File: src/design/swss_pkg.sv
// shared types, constants and the segment table for the stopwatch display scanner
package swss_pkg;

    localparam int NUM_DIGITS = 6;
    localparam int DIGIT_W = 3;
    localparam int CENTI_W = 7;
    localparam int SEC_W = 14;
    localparam int PRESCALE_W = 8;
    localparam int SEG_W = 8;
    localparam int BCD_W = 4;

    localparam logic [CENTI_W-1:0] CENTI_LAST = 7'd99;
    localparam logic [SEC_W-1:0] SEC_LAST = 14'd9999;
    localparam logic [BCD_W-1:0] BCD_LAST = 4'd9;
    localparam logic [PRESCALE_W-1:0] PRESCALE_RESET = 8'd5;
    localparam logic [SEG_W-1:0] SEG_BLANK = 8'hFF;
    localparam logic [SEG_W-1:0] SEG_DP_MASK = 8'h7F;

    localparam logic [DIGIT_W-1:0] DIG_CENTI_LO = 3'd0;
    localparam logic [DIGIT_W-1:0] DIG_CENTI_HI = 3'd1;
    localparam logic [DIGIT_W-1:0] DIG_SEC_1 = 3'd2;
    localparam logic [DIGIT_W-1:0] DIG_SEC_10 = 3'd3;
    localparam logic [DIGIT_W-1:0] DIG_SEC_100 = 3'd4;
    localparam logic [DIGIT_W-1:0] DIG_SEC_1000 = 3'd5;
    localparam logic [DIGIT_W-1:0] DIG_LAST = 3'(NUM_DIGITS - 1);

    typedef struct packed {
        logic reset_press;
        logic start_press;
    } swss_keys_t;

    // digit 0 is units of hundredths, digit 5 thousands of seconds
    typedef struct packed {
        logic                             running;
        logic [CENTI_W-1:0]               centi;
        logic [SEC_W-1:0]                 sec;
        logic [NUM_DIGITS-1:0][BCD_W-1:0] digit;
    } swss_count_t;

    function automatic logic [SEG_W-1:0] seg_code(input logic [BCD_W-1:0] value);
        logic [SEG_W-1:0] code;
        case (value)
            4'd0:    code = 8'hC0;
            4'd1:    code = 8'hF9;
            4'd2:    code = 8'hA4;
            4'd3:    code = 8'hB0;
            4'd4:    code = 8'h99;
            4'd5:    code = 8'h92;
            4'd6:    code = 8'h82;
            4'd7:    code = 8'hF8;
            4'd8:    code = 8'h80;
            4'd9:    code = 8'h90;
            default: code = SEG_BLANK;
        endcase
        return code;
    endfunction

endpackage

File: src/design/swss_debounce.sv
// key debounce shift register with press edge detect
module swss_debounce #(
    parameter int SAMPLES = 8
) (
    input  logic clk,
    input  logic rst_n,
    input  logic step,
    input  logic level,
    output logic press
);
    logic [SAMPLES-1:0] hist_reg;
    logic [SAMPLES-1:0] hist_next;
    logic               stable_reg;
    logic               stable_next;

    assign hist_next = {hist_reg[SAMPLES-2:0], level};

    always_comb
    begin
        stable_next = stable_reg;
        if (hist_next == '0)
        begin
            stable_next = 1'b0;
        end
        else if (hist_next == '1)
        begin
            stable_next = 1'b1;
        end
    end

    // released to pressed
    assign press = step && stable_reg && !stable_next;

    always_ff @(posedge clk or negedge rst_n)
    begin
        if (!rst_n)
        begin
            hist_reg   <= '1;
            stable_reg <= 1'b1;
        end
        else if (step)
        begin
            hist_reg   <= hist_next;
            stable_reg <= stable_next;
        end
    end

endmodule

File: src/design/swss_timer.sv
// run flag, prescaler and binary plus bcd time counters
module swss_timer (
    input  logic                              clk,
    input  logic                              rst_n,
    input  logic                              step,
    input  swss_pkg::swss_keys_t              keys,
    input  logic [swss_pkg::PRESCALE_W-1:0]   ticks_per_hundredth,
    output swss_pkg::swss_count_t             count_next
);
    import swss_pkg::*;

    swss_count_t             count_reg;
    swss_count_t             base;
    logic [PRESCALE_W-1:0]   prescale_reg;
    logic [PRESCALE_W-1:0]   prescale_next;
    logic [PRESCALE_W:0]     prescale_inc;
    logic                    roll;
    logic                    carry;

    assign prescale_inc = {1'b0, prescale_reg} + 1'b1;
    assign roll = prescale_inc >= {1'b0, ticks_per_hundredth};
    assign prescale_next = roll ? '0 : prescale_inc[PRESCALE_W-1:0];

    always_comb
    begin
        base = count_reg;
        if (keys.reset_press)
        begin
            base = '0;
        end
        if (keys.start_press)
        begin
            base.running = !base.running;
        end

        count_next = base;
        if (roll && base.running)
        begin
            if (base.centi == CENTI_LAST)
            begin
                count_next.centi = '0;
                if (base.sec == SEC_LAST)
                begin
                    count_next.sec = '0;
                end
                else
                begin
                    count_next.sec = base.sec + 1'b1;
                end
            end
            else
            begin
                count_next.centi = base.centi + 1'b1;
            end

            // bcd ripple, one digit per stage of the chain
            carry = 1'b1;
            for (int i = 0; i < NUM_DIGITS; i++)
            begin
                if (carry)
                begin
                    if (base.digit[i] == BCD_LAST)
                    begin
                        count_next.digit[i] = '0;
                    end
                    else
                    begin
                        count_next.digit[i] = base.digit[i] + 1'b1;
                        carry = 1'b0;
                    end
                end
            end
        end
        else
        begin
            carry = 1'b0;
        end
    end

    always_ff @(posedge clk or negedge rst_n)
    begin
        if (!rst_n)
        begin
            count_reg    <= '0;
            prescale_reg <= '0;
        end
        else if (step)
        begin
            count_reg    <= count_next;
            prescale_reg <= prescale_next;
        end
    end

endmodule

File: src/design/swss_seg.sv
// digit select to segment pattern with leading zero blanking
module swss_seg (
    input  swss_pkg::swss_count_t             count,
    input  logic [swss_pkg::DIGIT_W-1:0]      scan,
    output logic [swss_pkg::SEG_W-1:0]        pattern
);
    import swss_pkg::*;

    logic hi3_zero;
    logic hi2_zero;
    logic hi1_zero;

    assign hi1_zero = count.digit[5] == '0;
    assign hi2_zero = hi1_zero && (count.digit[4] == '0);
    assign hi3_zero = hi2_zero && (count.digit[3] == '0);

    always_comb
    begin
        case (scan)
            DIG_CENTI_LO: pattern = seg_code(count.digit[0]);
            DIG_CENTI_HI: pattern = seg_code(count.digit[1]);
            DIG_SEC_1:    pattern = seg_code(count.digit[2]) & SEG_DP_MASK;
            DIG_SEC_10:   pattern = hi3_zero ? SEG_BLANK : seg_code(count.digit[3]);
            DIG_SEC_100:  pattern = hi2_zero ? SEG_BLANK : seg_code(count.digit[4]);
            DIG_SEC_1000: pattern = hi1_zero ? SEG_BLANK : seg_code(count.digit[5]);
            default:      pattern = SEG_BLANK;
        endcase
    end

endmodule

File: src/design/stopwatch_seven_segment_scan.sv
// Stopwatch with a six-digit multiplexed seven-segment scan output. Every input
// word is one scan tick carrying the raw reset and start/stop key levels; every
// tick yields exactly one output word with the digit driven on this tick, its
// active-low segment pattern and the count as it stands after the tick. A word
// passes an input register and an output register and its result is valid once
// the output register has taken it; one word is taken per cycle while the output
// side keeps up, the limit being the combinational key, prescaler and bcd update
// between the two registers. The hundredth rate register may only be written
// while no word is in flight.
module stopwatch_seven_segment_scan #(
    parameter int DEBOUNCE_SAMPLES = 8
) (
    input  logic        clk,
    input  logic        rst_n,
    input  logic        cfg_valid,
    output logic        cfg_ready,
    input  logic [7:0]  cfg_data,       // ticks_per_hundredth
    input  logic        s_axis_tvalid,
    output logic        s_axis_tready,
    input  logic [7:0]  s_axis_tdata,   // reset_key_level, start_key_level, zero fill
    output logic        m_axis_tvalid,
    input  logic        m_axis_tready,
    output logic [39:0] m_axis_tdata    // digit_select, segment_pattern, is_running,
                                        // hundredths_shown, seconds_shown, zero fill
);
    import swss_pkg::*;

    localparam int OUT_W = DIGIT_W + SEG_W + 1 + CENTI_W + SEC_W;

    logic                   in_valid_reg;
    logic                   reset_level_reg;
    logic                   start_level_reg;
    logic                   out_valid_reg;
    logic [OUT_W-1:0]       out_data_reg;
    logic [OUT_W-1:0]       out_data_next;
    logic [PRESCALE_W-1:0]  tph_reg;
    logic [DIGIT_W-1:0]     scan_reg;
    logic [DIGIT_W-1:0]     scan_next;
    logic                   advance;
    logic                   step;
    swss_keys_t             keys;
    swss_count_t            count_next;
    logic [SEG_W-1:0]       pattern;

    assign advance       = !out_valid_reg || m_axis_tready;
    assign s_axis_tready = !in_valid_reg || advance;
    assign step          = in_valid_reg && advance;
    assign cfg_ready     = 1'b1;

    assign m_axis_tvalid = out_valid_reg;
    assign m_axis_tdata  = {{(40 - OUT_W){1'b0}}, out_data_reg};

    swss_debounce #(
        .SAMPLES (DEBOUNCE_SAMPLES)
    ) u_reset_key (
        .clk   (clk),
        .rst_n (rst_n),
        .step  (step),
        .level (reset_level_reg),
        .press (keys.reset_press)
    );

    swss_debounce #(
        .SAMPLES (DEBOUNCE_SAMPLES)
    ) u_start_key (
        .clk   (clk),
        .rst_n (rst_n),
        .step  (step),
        .level (start_level_reg),
        .press (keys.start_press)
    );

    swss_timer u_timer (
        .clk                 (clk),
        .rst_n               (rst_n),
        .step                (step),
        .keys                (keys),
        .ticks_per_hundredth (tph_reg),
        .count_next          (count_next)
    );

    swss_seg u_seg (
        .count   (count_next),
        .scan    (scan_reg),
        .pattern (pattern)
    );

    assign scan_next = (scan_reg >= DIG_LAST) ? '0 : scan_reg + 1'b1;
    assign out_data_next = {count_next.sec, count_next.centi, count_next.running,
                            pattern, scan_reg};

    always_ff @(posedge clk or negedge rst_n)
    begin
        if (!rst_n)
        begin
            tph_reg <= PRESCALE_RESET;
        end
        else if (cfg_valid && cfg_ready)
        begin
            tph_reg <= cfg_data;
        end
    end

    always_ff @(posedge clk or negedge rst_n)
    begin
        if (!rst_n)
        begin
            in_valid_reg  <= 1'b0;
            out_valid_reg <= 1'b0;
            scan_reg      <= '0;
        end
        else
        begin
            if (s_axis_tready)
            begin
                in_valid_reg <= s_axis_tvalid;
            end
            if (advance)
            begin
                out_valid_reg <= in_valid_reg;
            end
            if (step)
            begin
                scan_reg <= scan_next;
            end
        end
    end

    always_ff @(posedge clk)
    begin
        if (s_axis_tvalid && s_axis_tready)
        begin
            reset_level_reg <= s_axis_tdata[0];
            start_level_reg <= s_axis_tdata[1];
        end
        if (step)
        begin
            out_data_reg <= out_data_next;
        end
    end

endmodule
File: config.mk
export PLATFORM = sky130hd
export DESIGN_NAME = stopwatch_seven_segment_scan
export DESIGN_NICKNAME = d
export VERILOG_FILES = /design/src/design/swss_pkg.sv /design/src/design/swss_debounce.sv /design/src/design/swss_timer.sv /design/src/design/swss_seg.sv /design/src/design/stopwatch_seven_segment_scan.sv
export SDC_FILE = /design/constraint.sdc
export NUM_CORES = 1
export LEC_CHECK = 0
export ABC_CLOCK_PERIOD_IN_PS = 8700
export BUFFER_PORTS_ARGS = -buffer_cell sky130_fd_sc_hd__buf_2
export CAP_MARGIN = 40
export CELL_PAD_IN_SITES_DETAIL_PLACEMENT = 0
export CELL_PAD_IN_SITES_GLOBAL_PLACEMENT = 2
export CORE_MARGIN = 2
export CORE_UTILIZATION = 41
export CTS_CLUSTER_DIAMETER = 120
export DETAILED_ROUTE_END_ITERATION = 16
export PLACE_DENSITY = 0.9
export REMOVE_ABC_BUFFERS = 1
export SYNTH_ARGS = -nofsm -noshare
export SYNTH_HDL_FRONTEND = slang
export SYNTH_HIERARCHICAL = 1
export SYNTH_SLANG_ARGS = --single-unit
File: constraint.sdc
create_clock -name clk -period 8.7 [get_ports clk]
set_clock_uncertainty 0.05 [all_clocks]
set_input_delay 1.74 -clock clk [delete_from_list [all_inputs] [get_ports clk]]
set_output_delay 1.74 -clock clk [all_outputs]
set_load 0.01 [all_outputs]
==> impl_summary.log, run 1 <==
[metrics] result of the run: finished clean
[metrics] vias in the first global route: 6671
[metrics] proportion of power drawn by combinational gates: 0.192
[metrics] non-filler cells, final: 1211
[metrics] worst setup path category: input pin to flip-flop
[metrics] launching element type of the critical path: input pin
[metrics] Fillers: 1917
[metrics] DIE WIDTH: 145 um
[metrics] reported max-cap violation count: 0
[metrics] number of buffers added on ports: 49
[metrics] Antenna Diode Count: 0
[metrics] cts repair resizes: 0
[metrics] proportion of power drawn by the clock network: 0.396
[metrics] clock transition at the registers of the reported paths: 0.05 ns
[metrics] share of synthesized cell area in full adder, half adder and majority cells: 0.0703
[metrics] xor/xnor share of the synthesized area: 0.0267
[metrics] number of buffers inserted during clock tree synthesis: 17
[metrics] highest fanout seen on the critical path: 25
[metrics] count of flip-flops with a built-in enable after synthesis: 35
[metrics] post-layout min period: 6.58 ns
[metrics] half-perimeter wire length of the detailed placement result: 13700 um
[metrics] final hold violation count: 0
[metrics] standby leakage power: 3.81 nW
[metrics] Post-Route WL: 20200 um
[metrics] share of synthesized area spent on multiplexers: 0.0449
[metrics] crit share post-route: 0.757
[metrics] flip-flop count of the largest register, all copies and words added: 46
[metrics] FP Rows: 51
[metrics] die area: 0.0211 mm2
[metrics] gp weighted congestion: 0.822
[metrics] Mean Syn Cell Area: 9.14 um2
[metrics] antenna violations before repair: 0
[metrics] type of the most critical hold path: flip-flop to flip-flop
[metrics] Worst-Skew Late Latency: 0.42 ns
[metrics] fraction of power spent switching nets: 0.296
[metrics] main combinational cell family by area after synthesis: simple AND/OR/NAND/NOR gates
[metrics] Compound-Gate Fraction of Synth Area: 0.187
[metrics] main flop type after synthesis: dfrtp_1
[metrics] maximum number of pins on one net before global-route repair: 67
[metrics] proportion of power drawn by flip-flops and latches: 0.412
[metrics] crit path DAT: 6.68 ns
[metrics] GR Overflow Total: 0
[metrics] tightest hold margin: 0.434 ns
[metrics] Yosys warnings: 6
[metrics] worst-case setup margin in the final layout: 2.12 ns
[metrics] drt initial violations: 503
[metrics] final setup fails: 0
[metrics] number of synthesized register bits: 118
[metrics] initial core utilization: 0.420
[metrics] startpoint of the lowest-slack register-to-register path: m_axis_tvalid$_DFFE_PN0P_
[metrics] Internal: 1.28 mW
[metrics] fin nets: 1000
[metrics] area growth from synthesis to layout: 13.0%
[metrics] total standard cell area after synthesis: 0.00819 mm2
[metrics] overall power after layout: 1.82 mW
[metrics] Cell Pwr Density: 196 mW/mm2
[metrics] RSZ-0062 raised after global routing: false
[metrics] CTS hold repair buffers: 0
[metrics] Hold Startpoint: u_timer/count_reg[45]$_DFFE_PN0P_
[metrics] Inst Count DP: 1179
[metrics] maximum number of buffers from clock root to sink: 2
[metrics] number of setup buffers added after CTS: 0
[metrics] nature of the critical path endpoint: flip-flop
[metrics] async set-reset flop share out of synthesis: 0.703
[metrics] maximum vdd drop: 0.000120 V
[metrics] synthesized-area fraction occupied by and/or/nand/nor cells: 0.229
[metrics] layout cell share with drive strength beyond 1: 0.174
[metrics] 1st-pass router iterations: 5
[metrics] remaining routing DRC violations: 0
[metrics] Via density: 5.56
[metrics] Core Box Area: 0.0195 mm2
[metrics] required time of the critical path: 8.80 ns
[metrics] H-tree depth reported by CTS: 4
[metrics] number of unique standard cell types used by synthesis: 93
[metrics] critical path launch point: m_axis_tready
[metrics] post-detailed-route count of antenna-violating nets: 0
[metrics] overall routing resource usage: 0.200
[metrics] Cells after Synth: 896
[metrics] P_sw: 0.537 mW
[metrics] first-pass GRT wire length: 34600 um
[metrics] TritonCTS clock tree: yes
[metrics] routed vias: 6732
[metrics] sequential share of the synthesized area: 0.385
[metrics] sink count of the clock tree: 118
[metrics] height of the chip: 145 um
[metrics] max-slew violations: 0
[metrics] Relative slew margins: 0.445
[metrics] slew at the pin with the worst max-slew slack: 0.831 ns
[metrics] total I/O pin count: 64
[metrics] worst setup timing slack at the placement stage: 1.73 ns
[metrics] root buf cell: clkbuf_16
[metrics] WL/cell: 16.7 um
[metrics] maximum clock rate: 152 MHz
## power groups by stage
stage               registers, mW  logic (mW)  clock network (mW)
floorplan                   0.751       0.228                   0
global placement            0.757       0.348                   0
detailed placement          0.757       0.351                   0
CTS                         0.748       0.353               0.736
global route                0.762       0.394               0.759
finish                      0.748       0.349               0.718
## logic make-up (layout without fill, tap and decap cells)
logic type	after synthesis	in the layout
flip-flops	118	118
XOR/XNOR	25	25
multiplexers	34	34
AO/OA/AOI/OAI	230	230
AND/OR/NAND/NOR	333	333
other	2	8
adder cells (fa/ha/maj)	46	46
buffers and inverters	108	152
## layout make-up
| class | count | area [um2] | area share |
|---|---|---|---|
| clock inverter | 13 | 155 | 0.0168 |
| sequential | 118 | 3150 | 0.340 |
| clock buffer | 19 | 443 | 0.0478 |
| inverter | 57 | 214 | 0.0231 |
| tap | 265 | 332 | 0.0358 |
| timing repair buffer | 63 | 353 | 0.0381 |
| multi-input combinational | 676 | 4610 | 0.498 |
## metal layers
| metal | vias to the layer above | wire (um) | track usage |
|---|---|---|---|
| li1 | 3339 | - | - |
| met1 | 3240 | 9830 | 0.275 |
| met2 | 130 | 9300 | 0.320 |
| met3 | 23 | 798 | 0.0364 |
| met4 | 0 | 281 | 0.0681 |
| met5 | - | 0 | 0 |
## metrics by stage
step	utilization	setup TNS [ns]	instance area, um2
floorplan	-	-5.72	7970
CTS	0.474	0	9260
global route	0.474	0	9260
finish	0.474	0	9260
global placement	0.443	0	8650
detailed placement	0.443	0	8660
## cell usage in the layout, fill, tap and decap left out, types with 35 or more instances in the layout
cell and instances:
o21ai_0 57, nor2_1 51, a21oi_1 52, ha_1 46, nand3_1 36, edfxtp_1 35, dfrtp_1 65, nand2_1 84
buf_2 48, inv_1 54
## worst max-delay path: stages
cell and delay (ns):
buf_2 0.10, nand2b_1 0.19, and2_4 0.29, nand4b_1 0.22, nor2_4 0.14, buf_4 0.25
or3b_4 0.46, nor4_4 0.60, nand4_2 0.33, nor4_1 0.23, o21ai_0 0.13, a21oi_1 0.69
nor3b_2 0.32, nor2_1 0.11, o21ai_0 0.13, o221ai_1 0.19, or4_1 0.53
## worst paths after layout
kind,cells past startpoint,end,slack (ns)
setup reg to reg,16,out_data_reg[5]$_DFFE_PP_,3.26
hold / removal,1,u_timer/count_reg[45]$_DFFE_PN0P_,0.43
min in group asynchronous,1,tph_reg[6]$_DFFE_PN0P_,1.25
setup / recovery,17,out_data_reg[5]$_DFFE_PP_,2.12
max in group asynchronous,2,u_timer/count_reg[1]$_DFFE_PN0P_,6.32
hold reg to reg,1,u_timer/count_reg[45]$_DFFE_PN0P_,0.43
## Yosys cell counts (all sizes together) (5+ instances only)
cell type / number / share of area
a22o: 5 / 0.0053
nand2b: 24 / 0.018
nor2b: 26 / 0.020
ha: 46 / 0.070
nand3: 37 / 0.023
dfrtp: 65 / 0.20
edfxtp: 35 / 0.13
inv: 56 / 0.026
mux2: 22 / 0.030
and2: 5 / 0.0038
o2bb2ai: 9 / 0.0096
nor2: 52 / 0.024
mux2i: 12 / 0.015
o41ai: 5 / 0.0076
xnor2: 20 / 0.021
xor2: 5 / 0.0053
a21o: 5 / 0.0046
o221ai: 5 / 0.0053
o211ai: 13 / 0.012
o22ai: 7 / 0.0053
dfstp: 18 / 0.058
o21ai: 63 / 0.039
buf: 27 / 0.020
nand4: 15 / 0.012
nand2: 84 / 0.038
o31ai: 14 / 0.013
a31oi: 6 / 0.0046
o311ai: 11 / 0.012
nor3b: 8 / 0.0079
clkbuf: 24 / 0.011
or4: 5 / 0.0047
or3: 9 / 0.0076
nor4: 9 / 0.012
nor3: 22 / 0.015
a21oi: 52 / 0.032
nand3b: 9 / 0.0082
No activity file was read; power rests on OpenSTA's default activity.
==> inputs of run 2 (changes only) <==
--- a/config.mk
+++ b/config.mk
@@ -5,16 +5,16 @@
 export SDC_FILE = /design/constraint.sdc
 export NUM_CORES = 1
 export LEC_CHECK = 0
-export ABC_CLOCK_PERIOD_IN_PS = 8700
+export ABC_CLOCK_PERIOD_IN_PS = 5700
 export BUFFER_PORTS_ARGS = -buffer_cell sky130_fd_sc_hd__buf_2
 export CAP_MARGIN = 40
 export CELL_PAD_IN_SITES_DETAIL_PLACEMENT = 0
 export CELL_PAD_IN_SITES_GLOBAL_PLACEMENT = 2
 export CORE_MARGIN = 2
-export CORE_UTILIZATION = 41
+export CORE_UTILIZATION = 35
 export CTS_CLUSTER_DIAMETER = 120
 export DETAILED_ROUTE_END_ITERATION = 16
-export PLACE_DENSITY = 0.9
+export PLACE_DENSITY = 0.83
 export REMOVE_ABC_BUFFERS = 1
 export SYNTH_ARGS = -nofsm -noshare
 export SYNTH_HDL_FRONTEND = slang
==> constraint.sdc (replaced) <==
create_clock -name clk -period 5.7 [get_ports clk]
set_clock_uncertainty 0.05 [all_clocks]
set_input_delay 1.14 -clock clk [delete_from_list [all_inputs] [get_ports clk]]
set_output_delay 1.14 -clock clk [all_outputs]
set_load 0.01 [all_outputs]
==> run 2 against run 1 <==
Hold slack better by 0.0010 ns. Critical path type unchanged. Combinational power increased by 60%. Via count is 3.3% higher.
==> impl_summary.log, run 2 (same netlist as run 1, synthesis figures left out) <==
[metrics] vias in the first global route: 6677 (was 6671)
[metrics] H-tree depth reported by CTS: 4 (unchanged)
[metrics] max-slew violations: 0 (unchanged)
[metrics] half-perimeter wire length of the detailed placement result: 15000 um (was 13700 um)
[metrics] DIE WIDTH: 157 um (was 145 um)
[metrics] ordered list of cells on the worst path: buf_2 > nand2b_1 > and2_4 > nand4b_1 > nor2_4 > or3b_4 > nor4_4 > and4_1 > nand3_1 > nor3_1 > a31o_2 > inv_1 > ha_1 > and4bb_4 > and3_4 > nor3_4 > a21oi_1 > or4_1 (was buf_2 > nand2b_1 > and2_4 > nand4b_1 > nor2_4 > buf_4 > or3b_4 > nor4_4 > nand4_2 > nor4_1 > o21ai_0 > a21oi_1 > nor3b_2 > nor2_1 > o21ai_0 > o221ai_1 > or4_1)
[metrics] CP endpoint: out_data_reg[8]$_DFFE_PP_ (was out_data_reg[5]$_DFFE_PP_)
[metrics] Cell Pwr Density: 292 mW/mm2 (was 196 mW/mm2)
[metrics] RSZ-0062 raised after global routing: false (unchanged)
[metrics] Critical R2R Capture: out_data_reg[8]$_DFFE_PP_ (was out_data_reg[5]$_DFFE_PP_)
[metrics] initial core utilization: 0.360 (was 0.420)
[metrics] antenna violations before repair: 0 (unchanged)
[metrics] remaining routing DRC violations: 0 (unchanged)
[metrics] type of the most critical hold path: flip-flop to flip-flop (unchanged)
[metrics] post-detailed-route count of antenna-violating nets: 0 (unchanged)
[metrics] commonest non-fill, non-tap cell in the layout: nand2_1 (unchanged)
[metrics] FP Rows: 55 (was 51)
[metrics] worst setup path category: input pin to flip-flop (unchanged)
[metrics] crit-path max cell delay: 0.52 ns (was 0.69 ns)
[metrics] reg-to-reg setup timing slack: 0.85 ns (was 3.26 ns)
[metrics] launching element type of the critical path: input pin (unchanged)
[metrics] root buf cell: clkbuf_16 (unchanged)
[metrics] Relative slew margins: 0.401 (was 0.445)
[metrics] post-layout min period: 5.05 ns
[metrics] Final Cell Area: 0.00954 mm2 (was 0.00926 mm2)
[metrics] reported max-cap violation count: 0 (unchanged)
[metrics] number of cells traversed by the worst register-to-register path: 18 (was 16)
[metrics] 1st-pass router iterations: 5 (unchanged)
[metrics] highest fanout seen on the critical path: 6 (was 25)
[metrics] GR Overflow Total: 0 (unchanged)
[metrics] height of the chip: 157 um (was 145 um)
[metrics] sink count of the clock tree: 118 (unchanged)
[metrics] commonest cells after routing, fill and taps aside: nand2_1, dfrtp_1, o21ai_0 (unchanged)
[metrics] TritonCTS clock tree: yes (unchanged)
[metrics] first-pass GRT wire length: 35400 um (was 34600 um)
[metrics] clock transition at the registers of the reported paths: 0.05 ns (about the same)
[metrics] fin nets: 1030 (was 1000)
[metrics] nature of the critical path endpoint: flip-flop (unchanged)
[metrics] cts repair resizes: 0 (unchanged)
[metrics] routed vias: 6956 (was 6732)
[metrics] number of buffers added on ports: 49 (unchanged)
[metrics] critical path launch point: m_axis_tready (unchanged)
[metrics] drt initial violations: 446 (was 503)
[metrics] number of setup buffers added after CTS: 0 (unchanged)
[metrics] crit share post-route: 0.885
[metrics] flip-flop count of the largest register, all copies and words added: 46 (unchanged)
[metrics] Antenna Diode Count: 0 (unchanged)
[metrics] maximum number of pins on one net before global-route repair: 55 (was 67)
[metrics] slew at the pin with the worst max-slew slack: 0.892 ns (was 0.831 ns)
[metrics] final setup fails: 0 (unchanged)
[metrics] CP bufs+invs: 2 (unchanged)
[metrics] total I/O pin count: 64 (unchanged)
[metrics] WL/cell: 16.5 um (was 16.7 um)
[metrics] number of buffers inserted during clock tree synthesis: 17 (unchanged)
[metrics] crit path DAT: 5.15 ns (was 6.68 ns)
[metrics] die area: 0.0246 mm2 (was 0.0211 mm2)
[metrics] Core Box Area: 0.0228 mm2 (was 0.0195 mm2)
[metrics] gp weighted congestion: 0.815 (was 0.822)
[metrics] Post-Route WL: 21300 um (was 20200 um)
[metrics] layout cell share with drive strength beyond 1: 0.200 (was 0.174)
[metrics] standby leakage power: 3.96 nW (was 3.81 nW)
[metrics] CTS hold repair buffers: 0 (unchanged)
[metrics] final hold violation count: 0 (unchanged)
[metrics] overall power after layout: 2.79 mW (was 1.82 mW)
[metrics] result of the run: finished clean (unchanged)
[metrics] maximum vdd drop: 0.000132 V (was 0.000120 V)
[metrics] area growth from synthesis to layout: 16.5% (was 13.0%)
[metrics] overall routing resource usage: 0.182 (was 0.200)
[metrics] number of gates on the worst path with buffers counted: 18 (was 17)
[metrics] Via density: 5.40 (was 5.56)
[metrics] Worst-Skew Late Latency: 0.42 ns (about the same)
[metrics] Slowest cell on crit path: or4_1 (was a21oi_1)
[metrics] maximum number of buffers from clock root to sink: 2 (unchanged)
[metrics] kind of cell adding the most delay to the critical path: simple AND/OR/NAND/NOR gates (unchanged)
[metrics] maximum clock rate: 198 MHz
[metrics] required time of the critical path: 5.80 ns (was 8.80 ns)
[metrics] startpoint of the lowest-slack register-to-register path: u_timer/prescale_reg[0]$_DFFE_PN0P_ (was m_axis_tvalid$_DFFE_PN0P_)
[metrics] Post-DP Area: 0.00894 mm2 (was 0.00866 mm2)
[run 2: changes by cell type in the layout (fill, tap and decap cells not counted), sizes merged]
cell	delta
clkinvlp	-1
clkinv	-2
inv	-1
clkbuf	+5
buf	+30
bufinv	-1
[run 2: worst min path at each step]
| stage | from | to | slack (ns) | depth (start not counted) |
|---|---|---|---|---|
| 6_report | u_timer/count_reg[45]$_DFFE_PN0P_ | u_timer/count_reg[45]$_DFFE_PN0P_ | 0.43 | 1 |
| 5_1_grt | u_timer/count_reg[45]$_DFFE_PN0P_ | u_timer/count_reg[45]$_DFFE_PN0P_ | 0.45 | 1 |
| 4_1_cts | u_timer/count_reg[45]$_DFFE_PN0P_ | u_timer/count_reg[45]$_DFFE_PN0P_ | 0.44 | 1 |
| 3_5_place_dp | u_timer/count_reg[45]$_DFFE_PN0P_ | u_timer/count_reg[45]$_DFFE_PN0P_ | 0.42 | 1 |
| 3_3_place_gp | u_timer/count_reg[45]$_DFFE_PN0P_ | u_timer/count_reg[45]$_DFFE_PN0P_ | 0.41 | 1 |
| 2_1_floorplan | u_timer/count_reg[45]$_DFFE_PN0P_ | u_timer/count_reg[45]$_DFFE_PN0P_ | 0.40 | 1 |
[run 2: stage by stage]
step / hold WS [ns] / std cells / util / worst slack (ns) / TNS, ns
3_3_place_gp: 0.415 / 1255 / 0.392 / 0.269 / 0
5_1_grt: 0.452 / 1289 / 0.419 / 0.398 / 0
6_report: 0.435 / 1289 / 0.419 / 0.654 / 0
3_5_place_dp: 0.423 / 1257 / 0.393 / 0.237 / 0
4_1_cts: 0.435 / 1289 / 0.419 / 0.684 / 0
2_1_floorplan: 0.401 / 851 / - / -3.35 / -126.17
[run 2: report_power, final]
group	total, mW	switching, mW	internal (mW)	leakage (nW)
logic	0.560	0.324	0.236	2.33
clock network	1.08	0.386	0.698	0.294
registers	1.14	0.111	1.03	1.33
[run 2: worst reg2reg max path: cells and delay by family (launching register included)]
family	cells	cell delay, ns
AND/OR/NAND/NOR	6	1.43
AO/OA/AOI/OAI	6	1.01
adder cells (fa/ha/maj)	2	0.61
buffers and inverters	3	0.76
XOR/XNOR	1	0.26
flip-flops	1	0.45
[run 2: routing by layer]
metal,global-route usage,part of all wire,vias to the layer above
met1,0.254,0.50,3410
met4,0.0485,0.011,0
met2,0.289,0.46,122
met3,0.0358,0.033,17
li1,-,-,3407
met5,0,0,-
[run 2: cell type report]
cell class	count	area (um2)
Clock buffer	24	502
Clock inverter	8	95.1
Tap cell	313	392
Inverter	57	214
Timing Repair Buffer	93	576
Multi-Input combinational cell	676	4610
Fill cell	2281	13200
Sequential cell	118	3150
==> inputs of run 3 (changes only) <==
--- a/config.mk
+++ b/config.mk
@@ -8,13 +8,11 @@
 export ABC_CLOCK_PERIOD_IN_PS = 5700
 export BUFFER_PORTS_ARGS = -buffer_cell sky130_fd_sc_hd__buf_2
 export CAP_MARGIN = 40
-export CELL_PAD_IN_SITES_DETAIL_PLACEMENT = 0
-export CELL_PAD_IN_SITES_GLOBAL_PLACEMENT = 2
 export CORE_MARGIN = 2
-export CORE_UTILIZATION = 35
+export CORE_UTILIZATION = 55
 export CTS_CLUSTER_DIAMETER = 120
 export DETAILED_ROUTE_END_ITERATION = 16
-export PLACE_DENSITY = 0.83
+export PLACE_DENSITY = 0.82
 export REMOVE_ABC_BUFFERS = 1
 export SYNTH_ARGS = -nofsm -noshare
 export SYNTH_HDL_FRONTEND = slang
==> run 3 against run 2 <==
Via count grew 1.8%. Highest routed layer unchanged. Global-route usage grew 6.8 points. Sequential power is essentially flat.
==> impl_summary.log, run 3 (same netlist as run 1, synthesis figures left out) <==
[metrics] DIE WIDTH: 126 um (was 157 um)
[metrics] initial core utilization: 0.564 (was 0.360)
[metrics] CTS hold repair buffers: 0 (unchanged)
[metrics] launching element type of the critical path: flip-flop (was input pin)
[metrics] number of setup buffers added after CTS: 0 (unchanged)
[metrics] number of buffers inserted during clock tree synthesis: 17 (unchanged)
[metrics] post-layout min period: 5.07 ns (was 5.05 ns)
[metrics] final setup fails: 0 (unchanged)
[metrics] TritonCTS clock tree: yes (unchanged)
[metrics] flip-flop count of the largest register, all copies and words added: 46 (unchanged)
[metrics] RSZ-0062 raised after global routing: false (unchanged)
[metrics] maximum number of pins on one net before global-route repair: 66 (was 55)
[metrics] Post-Route WL: 19400 um (was 21300 um)
[metrics] Worst-Skew Late Latency: 0.42 ns (about the same)
[metrics] post-detailed-route count of antenna-violating nets: 0 (unchanged)
[metrics] max-slew violations: 0 (unchanged)
[metrics] area growth from synthesis to layout: 14.8% (was 16.5%)
[metrics] gp weighted congestion: 0.939 (was 0.815)
[metrics] cts repair resizes: 0 (unchanged)
[metrics] result of the run: finished clean (unchanged)
[metrics] height of the chip: 126 um (was 157 um)
[metrics] H-tree depth reported by CTS: 4 (unchanged)
[metrics] FP Rows: 44 (was 55)
[metrics] Via density: 6.18 (was 5.40)
[metrics] maximum clock rate: 197 MHz (was 198 MHz)
[metrics] Relative slew margins: 0.494 (was 0.401)
[metrics] slew at the pin with the worst max-slew slack: 0.758 ns (was 0.892 ns)
[metrics] fin nets: 1016 (was 1030)
[metrics] commonest non-fill, non-tap cell in the layout: nand2_1 (unchanged)
[metrics] half-perimeter wire length of the detailed placement result: 13000 um (was 15000 um)
[metrics] root buf cell: clkbuf_16 (unchanged)
[metrics] maximum number of buffers from clock root to sink: 2 (unchanged)
[metrics] required time of the critical path: 5.80 ns (about the same)
[metrics] Antenna Diode Count: 0 (unchanged)
[metrics] number of buffers added on ports: 49 (unchanged)
[metrics] clock transition at the registers of the reported paths: 0.06 ns (was 0.05 ns)
[metrics] WL/cell: 16.9 um (was 16.5 um)
[metrics] Cell Pwr Density: 311 mW/mm2 (was 292 mW/mm2)
[metrics] routed vias: 7079 (was 6956)
[metrics] worst setup path category: flip-flop to flip-flop (was input pin to flip-flop)
[metrics] drt initial violations: 710 (was 446)
[metrics] final hold violation count: 0 (unchanged)
[metrics] overall power after layout: 2.92 mW (was 2.79 mW)
[metrics] sink count of the clock tree: 118 (unchanged)
[metrics] remaining routing DRC violations: 0 (unchanged)
[metrics] highest fanout seen on the critical path: 15 (was 6)
[metrics] Core Box Area: 0.0145 mm2 (was 0.0228 mm2)
[metrics] nature of the critical path endpoint: flip-flop (unchanged)
[metrics] vias in the first global route: 6597 (was 6677)
[metrics] antenna violations before repair: 0 (unchanged)
[metrics] die area: 0.0159 mm2 (was 0.0246 mm2)
[metrics] type of the most critical hold path: flip-flop to flip-flop (unchanged)
[metrics] Core Util, Final: 0.647 (was 0.419)
[metrics] GR Overflow Total: 0 (unchanged)
[metrics] maximum vdd drop: 0.000223 V (was 0.000132 V)
[metrics] layout cell share with drive strength beyond 1: 0.188 (was 0.200)
[metrics] 1st-pass router iterations: 6 (was 5)
[metrics] reported max-cap violation count: 0 (unchanged)
[metrics] first-pass GRT wire length: 32200 um (was 35400 um)
[metrics] standby leakage power: 3.95 nW (was 3.96 nW)
[metrics] crit path DAT: 5.17 ns (was 5.15 ns)
[metrics] overall routing resource usage: 0.250 (was 0.182)
[metrics] total I/O pin count: 64 (unchanged)
[metrics] commonest cells after routing, fill and taps aside: nand2_1, dfrtp_1, o21ai_0 (unchanged)
[metrics] crit share post-route: 0.889 (was 0.885)
run 3: changes by cell type in the layout (fill, tap and decap cells not counted), sizes merged:
cell / before / now
clkbuf: 24 / 22
bufinv: 2 / 5
buf: 93 / 79
inv: 56 / 58
clkinv: 6 / 4
clkinvlp: 1 / 0
run 3: power breakdown:
part	total (mW)	internal, mW	switching, mW
Sequential	1.14	1.03	0.111
Clock	1.24	0.842	0.395
Combinational	0.542	0.234	0.309
run 3: metal layers:
metal  GRT usage  vias up  wire, um
met5           0        -         0
met4      0.0899        0       405
met3      0.0527       46      1280
met2       0.404      279      9340
met1       0.334     3380      8340
li1            -     3374         -
run 3: worst max-delay path: stages (launching register included):
cell,delay (ns)
dfrtp_1,0.45
and2_1,0.20
nand4_1,0.24
nor2_1,0.20
xnor2_1,0.11
ha_1,0.36
nand2_1,0.07
nor2_1,0.19
a221o_1,0.62
nand3_1,0.33
nor3_1,0.29
a31o_2,0.21
inv_1,0.10
ha_1,0.20
and4bb_4,0.22
and3_4,0.20
o21ai_1,0.13
a21oi_1,0.09
or4_1,0.54
run 3: final timing paths:
kind	start	to	slack, ns	depth (start not counted)
max	u_timer/prescale_reg[2]$_DFFE_PN0P_	out_data_reg[5]$_DFFE_PP_	0.63	18
max reg2reg	u_timer/prescale_reg[2]$_DFFE_PN0P_	out_data_reg[5]$_DFFE_PP_	0.63	18
min	u_timer/count_reg[19]$_DFFE_PN0P_	u_timer/count_reg[19]$_DFFE_PN0P_	0.43	2
max in group asynchronous	rst_n	u_start_key/hist_reg[4]$_DFFE_PN1P_	4.27	3
min in group asynchronous	rst_n	tph_reg[5]$_DFFE_PN0P_	0.47	1
min reg2reg	u_timer/count_reg[19]$_DFFE_PN0P_	u_timer/count_reg[19]$_DFFE_PN0P_	0.43	2
run 3: metrics by stage:
step                      hold slack, ns  worst slack (ns)  setup TNS [ns]  area (um2)  std cells
after global routing               0.458             0.332               0        9400       1146
after CTS                          0.439             0.660               0        9400       1146
after global placement             0.415             0.406               0        8660       1112
after detailed placement           0.418             0.355               0        8720       1114
after floorplan                    0.401             -3.35         -126.17        7970        851
final                              0.433             0.632               0        9400       1146
run 3: layout make-up:
class / instances / area [um2]
Inverter: 57 / 214
Clock buffer: 22 / 497
Sequential cell: 118 / 3150
Multi-Input combinational cell: 676 / 4610
Fill cell: 1137 / 5130
Clock inverter: 10 / 186
Tap cell: 184 / 230
Timing Repair Buffer: 79 / 513
